`src/sv/mjdcal_pkg.sv`:
```
`timescale 1ns / 1ps
`default_nettype none
// ----------------------------------------------------------------------------
// mjdcal_pkg
// Constants and helper functions for the modified julian date converter.
// ----------------------------------------------------------------------------
package mjdcal_pkg;

   localparam int MJD_W   = 17;
   localparam int YEAR_W  = 8;
   localparam int MONTH_W = 4;
   localparam int DAY_W   = 5;

   // Dates outside 1900-03-01 .. 2100-02-28 are flagged.
   localparam logic [MJD_W-1:0] MJD_LOW  = 17'd15079;
   localparam logic [MJD_W-1:0] MJD_HIGH = 17'd88127;

   // floor((100*mjd - 1507820) / 36525) equals floor((4*mjd - 60313) / 1461)
   // for every valid date, since the dropped fraction never crosses a step.
   localparam int NUM_W = 19;
   localparam logic [NUM_W-1:0] N_OFFSET = 19'd60313;
   localparam logic [NUM_W-1:0] YEAR_DIV = 19'd1461;

   // Reciprocal of 1461 scaled by 2**28, rounded down. The estimate it gives
   // is the true quotient or one below it.
   localparam int RECIP_W     = 18;
   localparam int RECIP_SHIFT = 28;
   localparam logic [RECIP_W-1:0] RECIP = 18'd183734;
   localparam int PROD_W = NUM_W + RECIP_W;

   localparam int REM_W   = 12;
   localparam int DAYS_W  = 9;
   localparam logic [MJD_W-1:0] M_BASE = 17'd14956;

   localparam int MP_W   = 4;
   localparam int MP_MAX = 15;

   // Smallest day remainder for which M' reaches j:
   // ceil((30.6001*j + 0.1) * 10000 / 10000).
   function automatic logic [DAYS_W-1:0] month_thr(input int j);
      month_thr = DAYS_W'((j * 306001 + 1000 + 9999) / 10000);
   endfunction

   // floor(j * 30.6001)
   function automatic logic [DAYS_W-1:0] month_days(input int j);
      month_days = DAYS_W'((j * 306001) / 10000);
   endfunction

endpackage
`default_nettype wire

```
`src/sv/mjd_to_calendar_date.sv`:
```
`timescale 1ns / 1ps
`default_nettype none
// ----------------------------------------------------------------------------
// mjd_to_calendar_date
// Converts a modified julian day number to year since 1900, month and day.
// ----------------------------------------------------------------------------
// The converter is a seven-stage pipeline that takes one beat per cycle and
// passes each beat through stages 1 to 6 into the output register. All
// stages share one advance enable: while a finished result is held by
// rsp_stall, the whole pipeline holds and req_stall is raised, so the rate is
// one beat per cycle whenever the result side keeps taking beats. The year
// quotient comes from a reciprocal multiply with a one-step correction, and
// the month from a row of parallel threshold compares.
module mjd_to_calendar_date
   import mjdcal_pkg::*;
(
   input  wire logic               clock,
   input  wire logic               reset,
   input  wire logic               req_valid,
   output      logic               req_stall,
   input  wire logic [MJD_W-1:0]   req_mjd,
   output      logic               rsp_valid,
   input  wire logic               rsp_stall,
   output      logic [YEAR_W-1:0]  rsp_year_since_1900,
   output      logic [MONTH_W-1:0] rsp_month,
   output      logic [DAY_W-1:0]   rsp_day,
   output      logic               rsp_out_of_range
);

   logic adv;

   // Stage valid bits.
   logic s1_valid_ff, s2_valid_ff, s3_valid_ff, s4_valid_ff, s5_valid_ff, s6_valid_ff;
   logic rsp_valid_ff;

   // Stage 1: range check and numerator.
   logic [MJD_W-1:0] s1_mjd_ff;
   logic             s1_oor_ff, s1_oor_in;
   logic [NUM_W-1:0] s1_n_ff, s1_n_in;

   // Stage 2: reciprocal product.
   logic [MJD_W-1:0]  s2_mjd_ff;
   logic              s2_oor_ff;
   logic [NUM_W-1:0]  s2_n_ff;
   logic [PROD_W-1:0] s2_p_ff, s2_p_in;

   // Stage 3: quotient estimate and its remainder.
   logic [MJD_W-1:0]  s3_mjd_ff;
   logic              s3_oor_ff;
   logic [YEAR_W-1:0] s3_q_ff, s3_q_in;
   logic [REM_W-1:0]  s3_r_ff, s3_r_in;

   // Stage 4: corrected year quotient Y'.
   logic [MJD_W-1:0]  s4_mjd_ff;
   logic              s4_oor_ff;
   logic [YEAR_W-1:0] s4_yp_ff, s4_yp_in;

   // Stage 5: days into the shifted year.
   logic              s5_oor_ff;
   logic [YEAR_W-1:0] s5_yp_ff;
   logic [DAYS_W-1:0] s5_rem_ff, s5_rem_in;

   // Stage 6: month quotient M' and day.
   logic              s6_oor_ff;
   logic [YEAR_W-1:0] s6_yp_ff;
   logic [MP_W-1:0]   s6_mp_ff, s6_mp_in;
   logic [DAY_W-1:0]  s6_day_ff, s6_day_in;

   // Output register.
   logic [YEAR_W-1:0]  rsp_year_ff, rsp_year_in;
   logic [MONTH_W-1:0] rsp_month_ff, rsp_month_in;
   logic [DAY_W-1:0]   rsp_day_ff, rsp_day_in;
   logic               rsp_oor_ff;

   assign adv       = !(rsp_valid_ff && rsp_stall);
   assign req_stall = !adv;

   always_comb begin
      logic [NUM_W-1:0]  prod_q;
      logic [NUM_W-1:0]  diff_r;
      logic [MJD_W-1:0]  ydays;
      logic [MJD_W-1:0]  rem_full;
      logic [DAYS_W-1:0] mdays;
      logic              k;

      // Stage 1
      s1_oor_in = (req_mjd < MJD_LOW) || (req_mjd > MJD_HIGH);
      s1_n_in   = {req_mjd, 2'b00} - N_OFFSET;

      // Stage 2
      s2_p_in = PROD_W'(s1_n_ff) * PROD_W'(RECIP);

      // Stage 3
      s3_q_in = s2_p_ff[RECIP_SHIFT +: YEAR_W];
      prod_q  = NUM_W'(s3_q_in) * YEAR_DIV;
      diff_r  = s2_n_ff - prod_q;
      s3_r_in = diff_r[REM_W-1:0];

      // Stage 4
      s4_yp_in = s3_q_ff + YEAR_W'(s3_r_ff >= REM_W'(YEAR_DIV));

      // Stage 5: floor(Y' * 365.25) is Y' * 365 plus Y' / 4.
      ydays     = MJD_W'(s4_yp_ff) * MJD_W'(365) + MJD_W'(s4_yp_ff[YEAR_W-1:2]);
      rem_full  = s4_mjd_ff - M_BASE - ydays;
      s5_rem_in = rem_full[DAYS_W-1:0];

      // Stage 6: the highest threshold reached gives M'.
      s6_mp_in = '0;
      mdays    = '0;
      for (int j = 1; j <= MP_MAX; j++) begin
         if (s5_rem_ff >= month_thr(j)) begin
            s6_mp_in = MP_W'(j);
            mdays    = month_days(j);
         end
      end
      s6_day_in = DAY_W'(s5_rem_ff - mdays);

      // Stage 7: M' of 14 or 15 stands for January or February of next year.
      k = (s6_mp_ff == MP_W'(14)) || (s6_mp_ff == MP_W'(15));
      if (s6_oor_ff) begin
         rsp_year_in  = '0;
         rsp_month_in = '0;
         rsp_day_in   = '0;
      end else begin
         rsp_year_in  = s6_yp_ff + YEAR_W'(k);
         rsp_month_in = s6_mp_ff - MONTH_W'(1) - (k ? MONTH_W'(12) : MONTH_W'(0));
         rsp_day_in   = s6_day_ff;
      end
   end

   always_ff @(posedge clock) begin
      if (reset) begin
         s1_valid_ff  <= 1'b0;
         s2_valid_ff  <= 1'b0;
         s3_valid_ff  <= 1'b0;
         s4_valid_ff  <= 1'b0;
         s5_valid_ff  <= 1'b0;
         s6_valid_ff  <= 1'b0;
         rsp_valid_ff <= 1'b0;
      end else if (adv) begin
         s1_valid_ff  <= req_valid;
         s2_valid_ff  <= s1_valid_ff;
         s3_valid_ff  <= s2_valid_ff;
         s4_valid_ff  <= s3_valid_ff;
         s5_valid_ff  <= s4_valid_ff;
         s6_valid_ff  <= s5_valid_ff;
         rsp_valid_ff <= s6_valid_ff;
      end
   end

   always_ff @(posedge clock) begin
      if (adv) begin
         s1_mjd_ff    <= req_mjd;
         s1_oor_ff    <= s1_oor_in;
         s1_n_ff      <= s1_n_in;

         s2_mjd_ff    <= s1_mjd_ff;
         s2_oor_ff    <= s1_oor_ff;
         s2_n_ff      <= s1_n_ff;
         s2_p_ff      <= s2_p_in;

         s3_mjd_ff    <= s2_mjd_ff;
         s3_oor_ff    <= s2_oor_ff;
         s3_q_ff      <= s3_q_in;
         s3_r_ff      <= s3_r_in;

         s4_mjd_ff    <= s3_mjd_ff;
         s4_oor_ff    <= s3_oor_ff;
         s4_yp_ff     <= s4_yp_in;

         s5_oor_ff    <= s4_oor_ff;
         s5_yp_ff     <= s4_yp_ff;
         s5_rem_ff    <= s5_rem_in;

         s6_oor_ff    <= s5_oor_ff;
         s6_yp_ff     <= s5_yp_ff;
         s6_mp_ff     <= s6_mp_in;
         s6_day_ff    <= s6_day_in;

         rsp_year_ff  <= rsp_year_in;
         rsp_month_ff <= rsp_month_in;
         rsp_day_ff   <= rsp_day_in;
         rsp_oor_ff   <= s6_oor_ff;
      end
   end

   assign rsp_valid           = rsp_valid_ff;
   assign rsp_year_since_1900 = rsp_year_ff;
   assign rsp_month           = rsp_month_ff;
   assign rsp_day             = rsp_day_ff;
   assign rsp_out_of_range    = rsp_oor_ff;

   // A flagged date carries all-zero fields.
   assert property (@(posedge clock) disable iff (reset)
      rsp_valid && rsp_out_of_range |->
         rsp_year_since_1900 == '0 && rsp_month == '0 && rsp_day == '0)
      else $error("out-of-range beat with nonzero date fields");

   // A converted date is a real calendar date within the span.
   assert property (@(posedge clock) disable iff (reset)
      rsp_valid && !rsp_out_of_range |->
         rsp_month >= MONTH_W'(1) && rsp_month <= MONTH_W'(12) &&
         rsp_day >= DAY_W'(1) && rsp_year_since_1900 <= YEAR_W'(200))
      else $error("converted date out of calendar range");

   // The year quotient estimate leaves a remainder below twice the divisor.
   assert property (@(posedge clock) disable iff (reset)
      s4_valid_ff && !s4_oor_ff |-> $past(s3_r_ff) < REM_W'(2) * REM_W'(YEAR_DIV) ||
         !$past(adv))
      else $error("year quotient estimate off by more than one");

   // The pipeline holds while the result beat is stalled.
   assert property (@(posedge clock) disable iff (reset)
      rsp_valid && rsp_stall |=> rsp_valid && $stable(s6_valid_ff) && $stable(s1_valid_ff))
      else $error("pipeline moved while result was stalled");

endmodule
`default_nettype wire

```
`config.mk`:
```
export PLATFORM = sky130hd
export DESIGN_NAME = mjd_to_calendar_date
export DESIGN_NICKNAME = d
export VERILOG_FILES = /design/src/sv/mjdcal_pkg.sv /design/src/sv/mjd_to_calendar_date.sv
export SDC_FILE = /design/constraint.sdc
export NUM_CORES = 1
export LEC_CHECK = 0
export ABC_CLOCK_PERIOD_IN_PS = 6000
export BUFFER_PORTS_ARGS = -buffer_cell sky130_fd_sc_hd__buf_4
export CORE_MARGIN = 1
export CORE_UTILIZATION = 36
export CTS_BUF_LIST = sky130_fd_sc_hd__clkbuf_8
export DETAILED_ROUTE_END_ITERATION = 8
export GPL_ROUTABILITY_DRIVEN = 1
export SLEW_MARGIN = 30
export SYNTH_ARGS = -nofsm -noshare
export SYNTH_HDL_FRONTEND = slang
export SYNTH_SLANG_ARGS = --single-unit
export TNS_END_PERCENT = 30
```
`constraint.sdc`:
```
create_clock -name clock -period 6 [get_ports clock]
set_clock_uncertainty 0.15 [all_clocks]
set_input_delay 0.3 -clock clock [delete_from_list [all_inputs] [get_ports clock]]
set_output_delay 0.3 -clock clock [all_outputs]
set_load 0.01 [all_outputs]
```
==> out/qor.csv <==
metric;value;unit
yosysWarningCount;0;
dp_slack;0.2237;ns
async_flop_share;0;%
drive_gt1_share;8.702;%
syn_area;0.01496;mm2
min_path_cells;2;
post-dp-hpwl;24.30;mm
ys_seq_area_share;32.45;%
worst_hold_path_type;primary input to flop;
hold_end;s1_n_ff[17];
drt_iter0_drc;416;
worstSetupEndpointType;flop;
rsz0062_at_grt;no;
antenna_left;0;
num_vias;9038;
wire_per_inst;15.14;um
cap_viol_max_count;0;
grt_usage;14.72;%
synth_edf_count;157;
start_util;36.55;%
gp_congestion;0.8622;
clk_pin_slew;0.10;ns
cts_tree;built;
die-area;0.04237;mm2
num_rows;74;
cts-root-buf;clkbuf_8;
cp_max_fo;5;
drc_errors;0;
path_class;flop to flop;
hold_viol;0;
syn_to_final_growth;10.61;%
worstPathRequired;6.06;ns
status;completed;
coreArea;0.04092;mm2
syn-num-nets;1710;
port_buffers;40;
synth_flop_cell;edfxtp_1;
slew_viol_final;0;
ys_seq_elements;164;
dr.pass1.iters;5;
worstReg2RegStart;s1_n_ff[11];
min_from;req_mjd[15];
reg2reg_depth;17;
postSynthAreaPerCell;11.45;um2
regToRegEndpoint;s2_p_ff[34];
grt-ovfl-total;0;
tightest_slew;0.7897;ns
h-tree-depth;4;
setup_slack;0.2305;ns
clk_latency;0.46;ns
arrival;5.83;ns
finalCritPeriodShare;96.16;%
fin_setup_tns;0;ns
nNetsFinal;1794;
vias_per_cell;4.671;
final_util;40.43;%
ys_types;71;
yosys-top-cells-area;edfxtp_1 (32%), fa_1 (23%), ha_1 (18%);
routed_wl;29.29;mm
rrSetupSlack;0.23;ns
grt_max_degree;66;
numCtsBuffers;17;
grt_antenna_before_repair;0;
clock-sinks;164;
min_period;5.770;ns
die_width;205.8;um
die_y;205.8;um
hold_ws;0.06106;ns
grt_pass1_wl;48.18;mm
grt_pass1_vias;9417;
synthesis.instances;1306;
max-clock-path-buffers;2;
crit_path_start_kind;flop;
startpoint;s1_n_ff[11];
setup_viol;0;
yosys.area.top_type;edfxtp_1;
yosysTopAreaCellShare;31.52;%
ioPinCount;41;
fmax;173.3;MHz
relSlewSlack;47.35;%
[cells in the final DEF (no fill, tap or decap), types with 9 or more instances in the layout]
cell type	instances
inv_1	347
ha_1	210
fa_1	171
edfxtp_1	157
buf_4	62
xnor2_1	59
nor2_1	39
nand2_1	39
a21oi_1	39
o21ai_0	24
xor2_1	22
nand3_1	21
clkbuf_8	17
dlygate4sd3_1	13
a21o_1	12
and3_1	11
nor2b_1	10
nor3_1	9
[sequential cells by signal (all words and copies together), names as in the netlist, 9 cells and up]
signal	flops
s3_mjd_ff	9
s2_mjd_ff	9
s1_n_ff	17
s1_mjd_ff	9
s2_n_ff	10
s4_mjd_ff	9
s5_rem_ff	9
s3_r_ff	12
[final cells by class]
type | instances | area, um2
fillers | 3929 | 24380
repair buffers | 75 | 595.6
flip-flops and latches | 164 | 4855
clock inverters | 14 | 122.6
clock buffers | 17 | 234.0
multi-input cells | 784 | 8765
well taps | 532 | 665.6
inverters | 348 | 1306
diodes | 1 | 2.502
[worst max-delay path, cell delays in order, from the launching register on]
cell and delay [ns]:
edfxtp_1 0.53, ha_1 0.42, fa_1 0.53, inv_1 0.05, fa_1 0.51, inv_1 0.05, fa_1 0.46, fa_1 0.54
inv_1 0.06, fa_1 0.53, inv_1 0.05, ha_1 0.34, a21oi_1 0.16, a21oi_1 0.11, a211oi_2 0.35, nand4_2 0.20
a211o_2 0.36, o211a_1 0.12
[what timing repair did]
action / 4_1_cts / 5_1_grt
buffers inserted: 0 / 4
resized for setup: 0 / 2
hold buffers: 13 / 0
setup endpoints to repair: 0 / 1
hold endpoints to repair: 19 / 0
[worst max-delay path by stage]
stage                              to  slack [ns]
final                     s2_p_ff[34]        0.23
after global routing      s2_p_ff[34]       0.006
after CTS                 s2_p_ff[28]        0.20
after detailed placement  s2_p_ff[28]        0.22
after global placement    s2_p_ff[28]        0.21
after floorplan           s1_valid_ff        0.28
[routing by layer]
| metal | share of wire, % | vias to the layer above | wire length, um | global-route usage [%] |
|---|---|---|---|---|
| met5 | 0 | - | 0 | 0 |
| met4 | 1.9 | 0 | 571 | 4.307 |
| met3 | 3.2 | 34 | 952 | 2.423 |
| met2 | 49 | 150 | 14380 | 25.14 |
| met1 | 46 | 4424 | 13390 | 19.10 |
| li1 | - | 4430 | - | - |
[cells by family after synthesis]
| group | Yosys count | share of synthesized area, % |
|---|---|---|
| mux | 3 | 0.2091 |
| buf+inv | 358 | 9.041 |
| compound gates | 157 | 7.486 |
| fa+ha+maj | 383 | 40.62 |
| xor+xnor | 81 | 4.742 |
| simple gates | 160 | 5.453 |
| flops | 164 | 32.45 |
[synthesized netlist by cell type (9+ instances only)]
| library cell | count |
|---|---|
| a21o_1 | 12 |
| a21oi_1 | 39 |
| and3_1 | 11 |
| edfxtp_1 | 157 |
| fa_1 | 171 |
| ha_1 | 212 |
| inv_1 | 347 |
| nand2_1 | 40 |
| nand3_1 | 21 |
| nor2_1 | 39 |
| nor2b_1 | 10 |
| nor3_1 | 9 |
| o21ai_0 | 24 |
| xnor2_1 | 59 |
| xor2_1 | 22 |
[through the flow]
stage                     std cells  area (um2)
after floorplan                1306       14960
after global placement         1886       16020
final                          1935       16550
after CTS                      1930       16510
after global routing           1934       16540
after detailed placement       1886       16020
Power is not shown: default switching activity piles up to over one toggle a cycle in this logic, so the estimate is an artifact.
